File: src/rtl/tpt_pkg.sv
// ============================================================================
// Touch point tracker package
// Shared types, codes and constants of the touch point tracker core.
// ============================================================================
package tpt_pkg;

    // Reset value of the match radius and of its square.
    localparam logic [9:0]  RADIUS_RESET = 10'd400;
    localparam logic [19:0] LIMIT_RESET  = 20'd160000;

    // An unfound entry whose miss count exceeds this is removed on ageing.
    localparam logic [1:0]  MISS_LIMIT   = 2'd2;

    // Controller states.
    typedef enum logic [1:0] {
        ST_IDLE,
        ST_SCAN,
        ST_COUNT,
        ST_MOVE
    } t_state;

    // Datapath actions for the current cycle.
    typedef enum logic [2:0] {
        OP_NONE,
        OP_CAPTURE,
        OP_MATCH,
        OP_APPEND,
        OP_DROP,
        OP_REWIND,
        OP_SUMMARY
    } t_op;

    // What a table read is for.
    typedef enum logic [1:0] {
        RD_SCAN,
        RD_COUNT,
        RD_MOVE
    } t_rd;

    // Result kinds as seen on the result port.
    typedef enum logic [2:0] {
        KIND_MATCH   = 3'd0,
        KIND_NEW     = 3'd1,
        KIND_DROPPED = 3'd2,
        KIND_REMOVED = 3'd3,
        KIND_SUMMARY = 3'd4
    } t_kind;

    // One entry of the track table.
    typedef struct packed {
        logic [15:0] x;
        logic [15:0] y;
        logic [15:0] ident;
        logic        found;
        logic [1:0]  misses;
    } t_entry;

    // Commands from the controller to the datapath.
    typedef struct packed {
        t_op  op;
        logic rd_go;
        t_rd  rd_purpose;
    } t_dp_cmd;

    // Status from the datapath to the controller.
    typedef struct packed {
        logic hit;
        logic scan_busy;
        logic rd_pending;
        logic rd_done;
        logic full;
    } t_dp_stat;

endpackage

File: src/rtl/tpt_ctrl.sv
// ============================================================================
// Touch point tracker controller
// Sequences the detection scan and the two ageing passes over the table.
// ============================================================================
module tpt_ctrl (
    input  logic              i_clk,
    input  logic              i_rst_n,
    input  logic              i_start,
    input  logic              i_command,
    input  tpt_pkg::t_dp_stat i_stat,
    output tpt_pkg::t_dp_cmd  o_cmd,
    output logic              o_busy
);
    import tpt_pkg::*;

    t_state r_state;
    t_state n_state;

    // State register.
    always_ff @(posedge i_clk) begin
        if (!i_rst_n) begin
            r_state <= ST_IDLE;
        end else begin
            r_state <= n_state;
        end
    end

    // Next state.
    always_comb begin
        n_state = r_state;
        case (r_state)
            ST_IDLE: begin
                if (i_start) begin
                    n_state = i_command ? ST_COUNT : ST_SCAN;
                end
            end
            ST_SCAN: begin
                if (i_stat.hit) begin
                    n_state = ST_IDLE;
                end else if (i_stat.rd_done && !i_stat.scan_busy) begin
                    n_state = ST_IDLE;
                end
            end
            ST_COUNT: begin
                if (i_stat.rd_done && !i_stat.rd_pending) begin
                    n_state = ST_MOVE;
                end
            end
            ST_MOVE: begin
                if (i_stat.rd_done && !i_stat.rd_pending) begin
                    n_state = ST_IDLE;
                end
            end
            default: begin
                n_state = ST_IDLE;
            end
        endcase
    end

    // Commands to the datapath.
    always_comb begin
        o_cmd.op         = OP_NONE;
        o_cmd.rd_go      = 1'b0;
        o_cmd.rd_purpose = RD_SCAN;
        case (r_state)
            ST_IDLE: begin
                if (i_start) begin
                    o_cmd.op = OP_CAPTURE;
                end
            end
            ST_SCAN: begin
                if (i_stat.hit) begin
                    o_cmd.op = OP_MATCH;
                end else if (!i_stat.rd_done) begin
                    o_cmd.rd_go = 1'b1;
                end else if (!i_stat.scan_busy) begin
                    o_cmd.op = i_stat.full ? OP_DROP : OP_APPEND;
                end
            end
            ST_COUNT: begin
                o_cmd.rd_purpose = RD_COUNT;
                if (!i_stat.rd_done) begin
                    o_cmd.rd_go = 1'b1;
                end else if (!i_stat.rd_pending) begin
                    o_cmd.op = OP_REWIND;
                end
            end
            ST_MOVE: begin
                o_cmd.rd_purpose = RD_MOVE;
                if (!i_stat.rd_done) begin
                    o_cmd.rd_go = 1'b1;
                end else if (!i_stat.rd_pending) begin
                    o_cmd.op = OP_SUMMARY;
                end
            end
            default: begin
                o_cmd.op = OP_NONE;
            end
        endcase
    end

    assign o_busy = (r_state != ST_IDLE);

endmodule

File: src/rtl/tpt_datapath.sv
// ============================================================================
// Touch point tracker datapath
// Track table memory, distance pipeline, compaction pointers and result word.
// ============================================================================
module tpt_datapath #(
    parameter int MAX_TRACKS = 16
) (
    input  logic              i_clk,
    input  logic              i_rst_n,
    input  tpt_pkg::t_dp_cmd  i_cmd,
    output tpt_pkg::t_dp_stat o_stat,
    input  logic              i_cfg_we,
    input  logic [9:0]        i_cfg_data,
    input  logic [15:0]       i_x_pos,
    input  logic [15:0]       i_y_pos,
    output logic              o_valid,
    output logic [2:0]        o_result_kind,
    output logic [15:0]       o_track_ident,
    output logic [4:0]        o_track_total,
    output logic              o_last_of_run
);
    import tpt_pkg::*;

    localparam int IDX_W = (MAX_TRACKS > 1) ? $clog2(MAX_TRACKS) : 1;
    localparam int CNT_W = $clog2(MAX_TRACKS + 1);

    // Configuration and captured detection.
    logic [9:0]        r_radius;
    logic [19:0]       r_lim;
    logic [15:0]       r_x;
    logic [15:0]       r_y;

    // Track table and its bookkeeping.
    t_entry            r_mem [MAX_TRACKS];
    logic [CNT_W-1:0]  r_live;
    logic [15:0]       r_last_id;
    logic [CNT_W-1:0]  r_rem;
    logic [CNT_W-1:0]  r_w;

    // Read stage.
    logic [CNT_W-1:0]  r_rd_idx;
    logic              r_rd_vld;
    t_rd               r_rd_purpose;
    logic [IDX_W-1:0]  r_rd_tag;
    t_entry            r_rd_data;

    // Difference stage.
    logic              r_d_vld;
    logic [IDX_W-1:0]  r_d_tag;
    logic [15:0]       r_dx;
    logic [15:0]       r_dy;
    logic [15:0]       r_d_ident;
    logic [1:0]        r_d_misses;

    // Square stage.
    logic              r_s_vld;
    logic [IDX_W-1:0]  r_s_tag;
    logic [31:0]       r_sx2;
    logic [31:0]       r_sy2;
    logic [15:0]       r_s_ident;
    logic [1:0]        r_s_misses;

    // Result word.
    logic              r_out_vld;
    t_kind             r_kind;
    logic [15:0]       r_ident;
    logic [CNT_W-1:0]  r_total;
    logic              r_last;

    // Combinational values.
    logic [15:0]       n_dx;
    logic [15:0]       n_dy;
    logic [32:0]       w_sum;
    logic              w_hit;
    logic              w_scan_rd;
    logic              w_count;
    logic              w_move;
    logic              w_removable;
    logic              w_flush;
    logic [15:0]       n_new_id;
    t_entry            n_kept;
    logic              n_wr_en;
    logic [IDX_W-1:0]  n_wr_addr;
    t_entry            n_wr_data;
    logic              n_out_vld;
    t_kind             n_kind;
    logic [15:0]       n_ident;
    logic [CNT_W-1:0]  n_total;
    logic              n_last;

    // Match radius and its square, the square registered from the radius.
    always_ff @(posedge i_clk) begin
        if (!i_rst_n) begin
            r_radius <= RADIUS_RESET;
            r_lim    <= LIMIT_RESET;
        end else begin
            if (i_cfg_we) begin
                r_radius <= i_cfg_data;
            end
            r_lim <= {10'd0, r_radius} * {10'd0, r_radius};
        end
    end

    // Detection position is held for the whole item.
    always_ff @(posedge i_clk) begin
        if (i_cmd.op == OP_CAPTURE) begin
            r_x <= i_x_pos;
            r_y <= i_y_pos;
        end
    end

    // Decoded read-stage conditions.
    assign w_flush     = (i_cmd.op == OP_MATCH);
    assign w_scan_rd   = r_rd_vld && (r_rd_purpose == RD_SCAN);
    assign w_count     = r_rd_vld && (r_rd_purpose == RD_COUNT);
    assign w_move      = r_rd_vld && (r_rd_purpose == RD_MOVE);
    assign w_removable = !r_rd_data.found && (r_rd_data.misses > MISS_LIMIT);

    // Read index and valid flags of the distance pipeline.
    always_ff @(posedge i_clk) begin
        if (!i_rst_n) begin
            r_rd_idx <= '0;
            r_rd_vld <= 1'b0;
            r_d_vld  <= 1'b0;
            r_s_vld  <= 1'b0;
        end else begin
            r_rd_vld <= i_cmd.rd_go && !w_flush;
            r_d_vld  <= w_scan_rd && !w_flush;
            r_s_vld  <= r_d_vld && !w_flush;
            if (i_cmd.op == OP_CAPTURE || i_cmd.op == OP_REWIND) begin
                r_rd_idx <= '0;
            end else if (i_cmd.rd_go) begin
                r_rd_idx <= r_rd_idx + 1'b1;
            end
        end
    end

    // Table read port, data registered.
    always_ff @(posedge i_clk) begin
        if (i_cmd.rd_go) begin
            r_rd_data    <= r_mem[r_rd_idx[IDX_W-1:0]];
            r_rd_tag     <= r_rd_idx[IDX_W-1:0];
            r_rd_purpose <= i_cmd.rd_purpose;
        end
    end

    // Absolute coordinate differences.
    always_comb begin
        n_dx = (r_rd_data.x > r_x) ? (r_rd_data.x - r_x) : (r_x - r_rd_data.x);
        n_dy = (r_rd_data.y > r_y) ? (r_rd_data.y - r_y) : (r_y - r_rd_data.y);
    end

    // Difference and square stages.
    always_ff @(posedge i_clk) begin
        r_d_tag    <= r_rd_tag;
        r_dx       <= n_dx;
        r_dy       <= n_dy;
        r_d_ident  <= r_rd_data.ident;
        r_d_misses <= r_rd_data.misses;
        r_s_tag    <= r_d_tag;
        r_sx2      <= {16'd0, r_dx} * {16'd0, r_dx};
        r_sy2      <= {16'd0, r_dy} * {16'd0, r_dy};
        r_s_ident  <= r_d_ident;
        r_s_misses <= r_d_misses;
    end

    // Squared distance against the squared radius.
    assign w_sum = {1'b0, r_sx2} + {1'b0, r_sy2};
    assign w_hit = r_s_vld && (w_sum < {13'd0, r_lim});

    // Id of an appended track.
    assign n_new_id = (r_live == '0) ? 16'd1 : (r_last_id + 16'd1);

    // A surviving entry after ageing.
    always_comb begin
        n_kept        = r_rd_data;
        n_kept.found  = 1'b0;
        n_kept.misses = r_rd_data.found ? 2'd0 : (r_rd_data.misses + 2'd1);
    end

    // Table write port.
    always_comb begin
        n_wr_en   = 1'b0;
        n_wr_addr = r_w[IDX_W-1:0];
        n_wr_data = n_kept;
        if (i_cmd.op == OP_MATCH) begin
            n_wr_en   = 1'b1;
            n_wr_addr = r_s_tag;
            n_wr_data = '{x: r_x, y: r_y, ident: r_s_ident, found: 1'b1,
                          misses: r_s_misses};
        end else if (i_cmd.op == OP_APPEND) begin
            n_wr_en   = 1'b1;
            n_wr_addr = r_live[IDX_W-1:0];
            n_wr_data = '{x: r_x, y: r_y, ident: n_new_id, found: 1'b0,
                          misses: 2'd0};
        end else if (w_move && !w_removable) begin
            n_wr_en = 1'b1;
        end
    end

    always_ff @(posedge i_clk) begin
        if (n_wr_en) begin
            r_mem[n_wr_addr] <= n_wr_data;
        end
    end

    // Live count, removal count and compaction pointer.
    always_ff @(posedge i_clk) begin
        if (!i_rst_n) begin
            r_live <= '0;
            r_rem  <= '0;
            r_w    <= '0;
        end else begin
            if (i_cmd.op == OP_CAPTURE) begin
                r_rem <= '0;
                r_w   <= '0;
            end
            if (w_count && w_removable) begin
                r_rem <= r_rem + 1'b1;
            end
            if (w_move && !w_removable) begin
                r_w <= r_w + 1'b1;
            end
            if (i_cmd.op == OP_APPEND) begin
                r_live <= r_live + 1'b1;
            end else if (i_cmd.op == OP_SUMMARY) begin
                r_live <= r_w;
                r_rem  <= '0;
            end
        end
    end

    // The id of the last entry is tracked so that appending needs no read.
    always_ff @(posedge i_clk) begin
        if (i_cmd.op == OP_APPEND) begin
            r_last_id <= n_new_id;
        end else if (w_move && !w_removable) begin
            r_last_id <= r_rd_data.ident;
        end
    end

    // Result word selection.
    always_comb begin
        n_out_vld = 1'b0;
        n_kind    = KIND_MATCH;
        n_ident   = 16'd0;
        n_total   = r_live;
        n_last    = 1'b1;
        case (i_cmd.op)
            OP_MATCH: begin
                n_out_vld = 1'b1;
                n_ident   = r_s_ident;
            end
            OP_APPEND: begin
                n_out_vld = 1'b1;
                n_kind    = KIND_NEW;
                n_ident   = n_new_id;
                n_total   = r_live + 1'b1;
            end
            OP_DROP: begin
                n_out_vld = 1'b1;
                n_kind    = KIND_DROPPED;
            end
            OP_SUMMARY: begin
                n_out_vld = 1'b1;
                n_kind    = KIND_SUMMARY;
                n_total   = r_w;
            end
            default: begin
                if (w_move && w_removable) begin
                    n_out_vld = 1'b1;
                    n_kind    = KIND_REMOVED;
                    n_ident   = r_rd_data.ident;
                    n_total   = r_live - r_rem;
                    n_last    = 1'b0;
                end
            end
        endcase
    end

    // Result register: each word is shown for one cycle.
    always_ff @(posedge i_clk) begin
        if (!i_rst_n) begin
            r_out_vld <= 1'b0;
        end else begin
            r_out_vld <= n_out_vld;
        end
    end

    always_ff @(posedge i_clk) begin
        r_kind  <= n_kind;
        r_ident <= n_ident;
        r_total <= n_total;
        r_last  <= n_last;
    end

    assign o_valid       = r_out_vld;
    assign o_result_kind = r_kind;
    assign o_track_ident = r_ident;
    assign o_track_total = 5'(r_total);
    assign o_last_of_run = r_last;

    // Status to the controller.
    assign o_stat.hit        = w_hit;
    assign o_stat.scan_busy  = w_scan_rd || r_d_vld || r_s_vld;
    assign o_stat.rd_pending = r_rd_vld;
    assign o_stat.rd_done    = (r_rd_idx >= r_live);
    assign o_stat.full       = (r_live >= CNT_W'(MAX_TRACKS));

    // The table never holds more than its capacity.
    a_live_bound: assert property (@(posedge i_clk) disable iff (!i_rst_n)
        r_live <= CNT_W'(MAX_TRACKS))
        else $error("live count beyond table capacity");

    // Removals counted in the first pass never exceed the live entries.
    a_rem_bound: assert property (@(posedge i_clk) disable iff (!i_rst_n)
        r_rem <= r_live)
        else $error("removal count beyond live count");

    // Compaction writes never overtake the entry being read.
    a_compact_order: assert property (@(posedge i_clk) disable iff (!i_rst_n)
        w_move |-> (r_w <= CNT_W'(r_rd_tag)))
        else $error("compaction pointer ahead of read index");

    // A match always refers to a live entry.
    a_hit_live: assert property (@(posedge i_clk) disable iff (!i_rst_n)
        w_hit |-> (CNT_W'(r_s_tag) < r_live))
        else $error("match on an entry beyond the live count");

endmodule

File: src/rtl/touch_point_tracker_core.sv
// ============================================================================
// Touch point tracker core
// Associates touch detections with a compacted table of tracked points.
// ============================================================================
// A detection keeps busy high while the scan reads one table entry a cycle
// from the table memory into a three-stage distance pipeline (read,
// difference, square); the scan stops at the first match. An end-of-frame
// item keeps busy high while it makes two passes over the table memory,
// one read a cycle: one to count the removals and one to compact the
// table. Each result word is shown on the result ports for exactly one
// cycle with o_valid high and must be taken then; the word of a detection
// and the frame summary appear in the first cycle in which busy is low,
// and the removal words of an end-of-frame item appear in table order
// during the second pass, ahead of the summary. start is taken while busy
// is low, which may be in the same cycle as the last result word of the
// previous item.
module touch_point_tracker_core #(
    parameter int MAX_TRACKS = 16
) (
    input  logic        i_clk,
    input  logic        i_rst_n,
    input  logic        start,
    output logic        busy,
    input  logic        i_command,
    input  logic [15:0] i_x_pos,
    input  logic [15:0] i_y_pos,
    input  logic        i_cfg_valid,
    output logic        o_cfg_ready,
    input  logic [9:0]  i_cfg_data,
    output logic        o_valid,
    output logic [2:0]  o_result_kind,
    output logic [15:0] o_track_ident,
    output logic [4:0]  o_track_total,
    output logic        o_last_of_run
);
    import tpt_pkg::*;

    t_dp_cmd  w_cmd;
    t_dp_stat w_stat;
    logic     w_busy;
    logic     w_cfg_we;

    // Configuration is taken whenever no item is in progress.
    assign o_cfg_ready = !w_busy;
    assign w_cfg_we    = i_cfg_valid && !w_busy;
    assign busy        = w_busy;

    tpt_ctrl u_ctrl (
        .i_clk     (i_clk),
        .i_rst_n   (i_rst_n),
        .i_start   (start),
        .i_command (i_command),
        .i_stat    (w_stat),
        .o_cmd     (w_cmd),
        .o_busy    (w_busy)
    );

    tpt_datapath #(
        .MAX_TRACKS (MAX_TRACKS)
    ) u_datapath (
        .i_clk         (i_clk),
        .i_rst_n       (i_rst_n),
        .i_cmd         (w_cmd),
        .o_stat        (w_stat),
        .i_cfg_we      (w_cfg_we),
        .i_cfg_data    (i_cfg_data),
        .i_x_pos       (i_x_pos),
        .i_y_pos       (i_y_pos),
        .o_valid       (o_valid),
        .o_result_kind (o_result_kind),
        .o_track_ident (o_track_ident),
        .o_track_total (o_track_total),
        .o_last_of_run (o_last_of_run)
    );

endmodule
File: config.mk
export PLATFORM = sky130hd
export DESIGN_NAME = touch_point_tracker_core
export DESIGN_NICKNAME = d
export VERILOG_FILES = /design/src/rtl/tpt_pkg.sv /design/src/rtl/tpt_ctrl.sv /design/src/rtl/tpt_datapath.sv /design/src/rtl/touch_point_tracker_core.sv
export SDC_FILE = /design/constraint.sdc
export NUM_CORES = 2
export LEC_CHECK = 0
export ABC_AREA = 1
export BUFFER_PORTS_ARGS = -buffer_cell sky130_fd_sc_hd__buf_2
export CAP_MARGIN = 20
export CORE_UTILIZATION = 40
export DETAILED_ROUTE_END_ITERATION = 6
export PLACE_DENSITY = 0.62
export SLEW_MARGIN = 20
export SYNTH_ARGS = -nofsm -noshare
export SYNTH_HDL_FRONTEND = slang
export SYNTH_HIERARCHICAL = 1
export SYNTH_SLANG_ARGS = --single-unit
File: constraint.sdc
create_clock -name i_clk -period 8.5 [get_ports i_clk]
set_clock_uncertainty 0.05 [all_clocks]
set_input_delay 0.85 -clock i_clk [delete_from_list [all_inputs] [get_ports i_clk]]
set_output_delay 0.85 -clock i_clk [all_outputs]
set_load 0.03 [all_outputs]
==> qor.yml <==
status:
  status: "finished, final reports clean"
clocking:
  h-tree-depth: 3
  cts_resized: 0
  cts_root_buffer: "clkbuf_16"
  clk_pin_slew_ps: 60
  hold_buffers: 0
  clock_sinks: 1139
  clk_latency_ps: 760
  post-cts-setup-buffer-count: 0
  clk_path_buf_depth: 3
  cts_tree: "done"
  numCtsBuffers: 117
job:
  cap_viol_max_count: 0
yosys:
  async_flop_share_pct: 0
  synth.distinct_cells: 57
  synth_cells: 6098
  avgSynthCellArea_um2: 10.7
  yosys_warnings: 6
  syn-num-nets: 6895
  synth-edff-count: 921
  synth-main-ff-cell: "edfxtp_1"
  ys_seq_area_share_pct: 49.3
  synth_area_um2: 65000
  yosys_register_bits: 1139
grt:
  grt.total_usage_pct: 19.5
  busiest_layer: "met2"
  antenna_found_initial: 5
  grt_max_degree: 159
  grt-ovfl-total: 0
  use_met3_pct: 2.21
  grtUsageMet2_pct: 33.9
  use_met1_pct: 25.7
  grt_pass1_vias: 43900
  grt_pass1_wl_um: 250000
worst_setup_path:
  cp_slowest_cell: "nor2_1"
  critPathArrivalTime_ps: 7850
  worst-setup-path-type: "flop to flop"
  cp.required_ps: 8830
  cpPeakStageDelay_ps: 690
  crit_path_start_kind: "flop"
  path_max_fanout: 38
  cp-end-kind: "flop"
  crit_top_cell: "nand2_1"
placed_design:
  place_congestion: 0.899
  dp_hpwl_um: 110000
  place_inst: 8160
  numPortBuffers: 74
routing:
  viasPerCell: 5.16
  wire_per_inst_um: 18.9
  vias: 43300
  drt_first_pass_iters: 6
  drc_errors: 0
  final_antenna_net_count: 0
  routed_wirelength_um: 159000
  drt_iter0_markers: 3235
timing:
  slew_violations: 0
  rsz0062_at_grt: "no"
  setup_violations: 0
  tns_ps: 0
  timing.fmax_mhz: 133
  fin_crit_ps: 7520
  relSlewSlack_pct: 29.6
  period_share_pct: 88.5
  max_slew.worst_pin.slew_ps: 1050
  hold_viol: 0
floorplan:
  die-area_um2: 164000
  core-area_um2: 161000
  pin_count: 75
  fp.dieH_um: 405
  die-width_um: 405
  placementRows: 147
  initial_utilization_pct: 40.4
hold_path:
  hp-class: "primary input to flop"
final_layout:
  area_growth_pct: 10.4
  utilization_pct: 44.6
  fin_nets: 6916
  multi_input_area_um2: 28300
  layout_commonest_cell: "inv_1"
  regArea_um2: 32000
  n_fill_cell: 14900
  drive_gt1_share_pct: 6.43
  layoutNonFillerInstCount: 8381
  final_cell_mix: "inv_1 (982), edfxtp_1 (921), nand2_1 (852)"
stage by stage:
step / setup slack (ps) / hold WS (ps) / instance area [um^2]
final: 976 / 207 / 71700
after global routing: 303 / 184 / 71700
after CTS: 851 / 168 / 71700
after detailed placement: 861 / 262 / 67900
after global placement: 1010 / 260 / 67900
after floorplan: 471 / 260 / 65000
layout make-up:
| type | instances | share of cell area, % |
|---|---|---|
| Clock buffer | 158 | 4.32 |
| Timing Repair Buffer | 159 | 1.51 |
| Tap cell | 2160 | 3.77 |
| Sequential cell | 1139 | 44.7 |
| Multi-Input combinational cell | 3711 | 39.5 |
| Antenna cell | 2 | 0.00698 |
| Clock inverter | 61 | 1.03 |
| Inverter | 991 | 5.20 |
cells in the mapped netlist, drive strengths merged (194+ instances only):
cell type	count	area share (%)
clkbuf	197	1.1
nand2	862	5.1
edfxtp	921	43
inv	988	5.7
o221ai	196	2.6
nor2	483	2.8
o21ai	417	3.2
fa	376	12
ha	374	7.2
dfxtp	218	6.7
nand3	194	1.5
a21oi	232	1.8
state kept, by name, summed over array words and instances, names as in the netlist, 19 cells and up:
register and flops:
u_datapath/r_lim 19, u_datapath/n_kept 48, u_datapath/r_mem 816, u_datapath/r_sx2 31, u_datapath/r_sy2 31
logic make-up (layout without fill, tap and decap cells):
kind of cell               after synthesis  in the layout  share of synthesized area, %
xor gates and xnor gates               139            139                          1.87
buffers and inverters                 1248           1369                          7.34
adders and majority gates              750            750                          18.8
muxes                                  191            191                          3.01
DFF                                   1139           1139                          49.3
other                                    0              2                             0
AOI/OAI and AO/OA                      997            997                          9.45
and+or+nand+nor                       1634           1634                          10.3
critical path, delay by kind of cell (launching register included):
kind                       cells  cell delay, ps
DFF                            1             300
AOI/OAI and AO/OA              4            1000
and+or+nand+nor               23            4150
xor gates and xnor gates       1             200
adders and majority gates      2             590
buffers and inverters          5             880
per-layer routing:
layer	wire length [um]	vias up
li1	-	20600
met1	69100	21400
met2	78600	1051
met3	7470	176
met4	3460	2
met5	13	-
worst paths after layout:
path | start | to | slack, ps | cells past startpoint
setup / recovery | u_datapath/r_sx2[3] | u_datapath/r_mem[0][42] | 980 | 35
hold / removal | i_x_pos[15] | u_datapath/r_x[15] | 210 | 1
setup reg to reg | u_datapath/r_sx2[3] | u_datapath/r_mem[0][42] | 980 | 35
hold reg to reg | u_datapath/r_d_misses[1] | u_datapath/r_s_misses[1] | 270 | 0
Power is left out: the tool's default activity adds up to more than one toggle a clock period on the data nets, which glitch-free logic cannot reach.
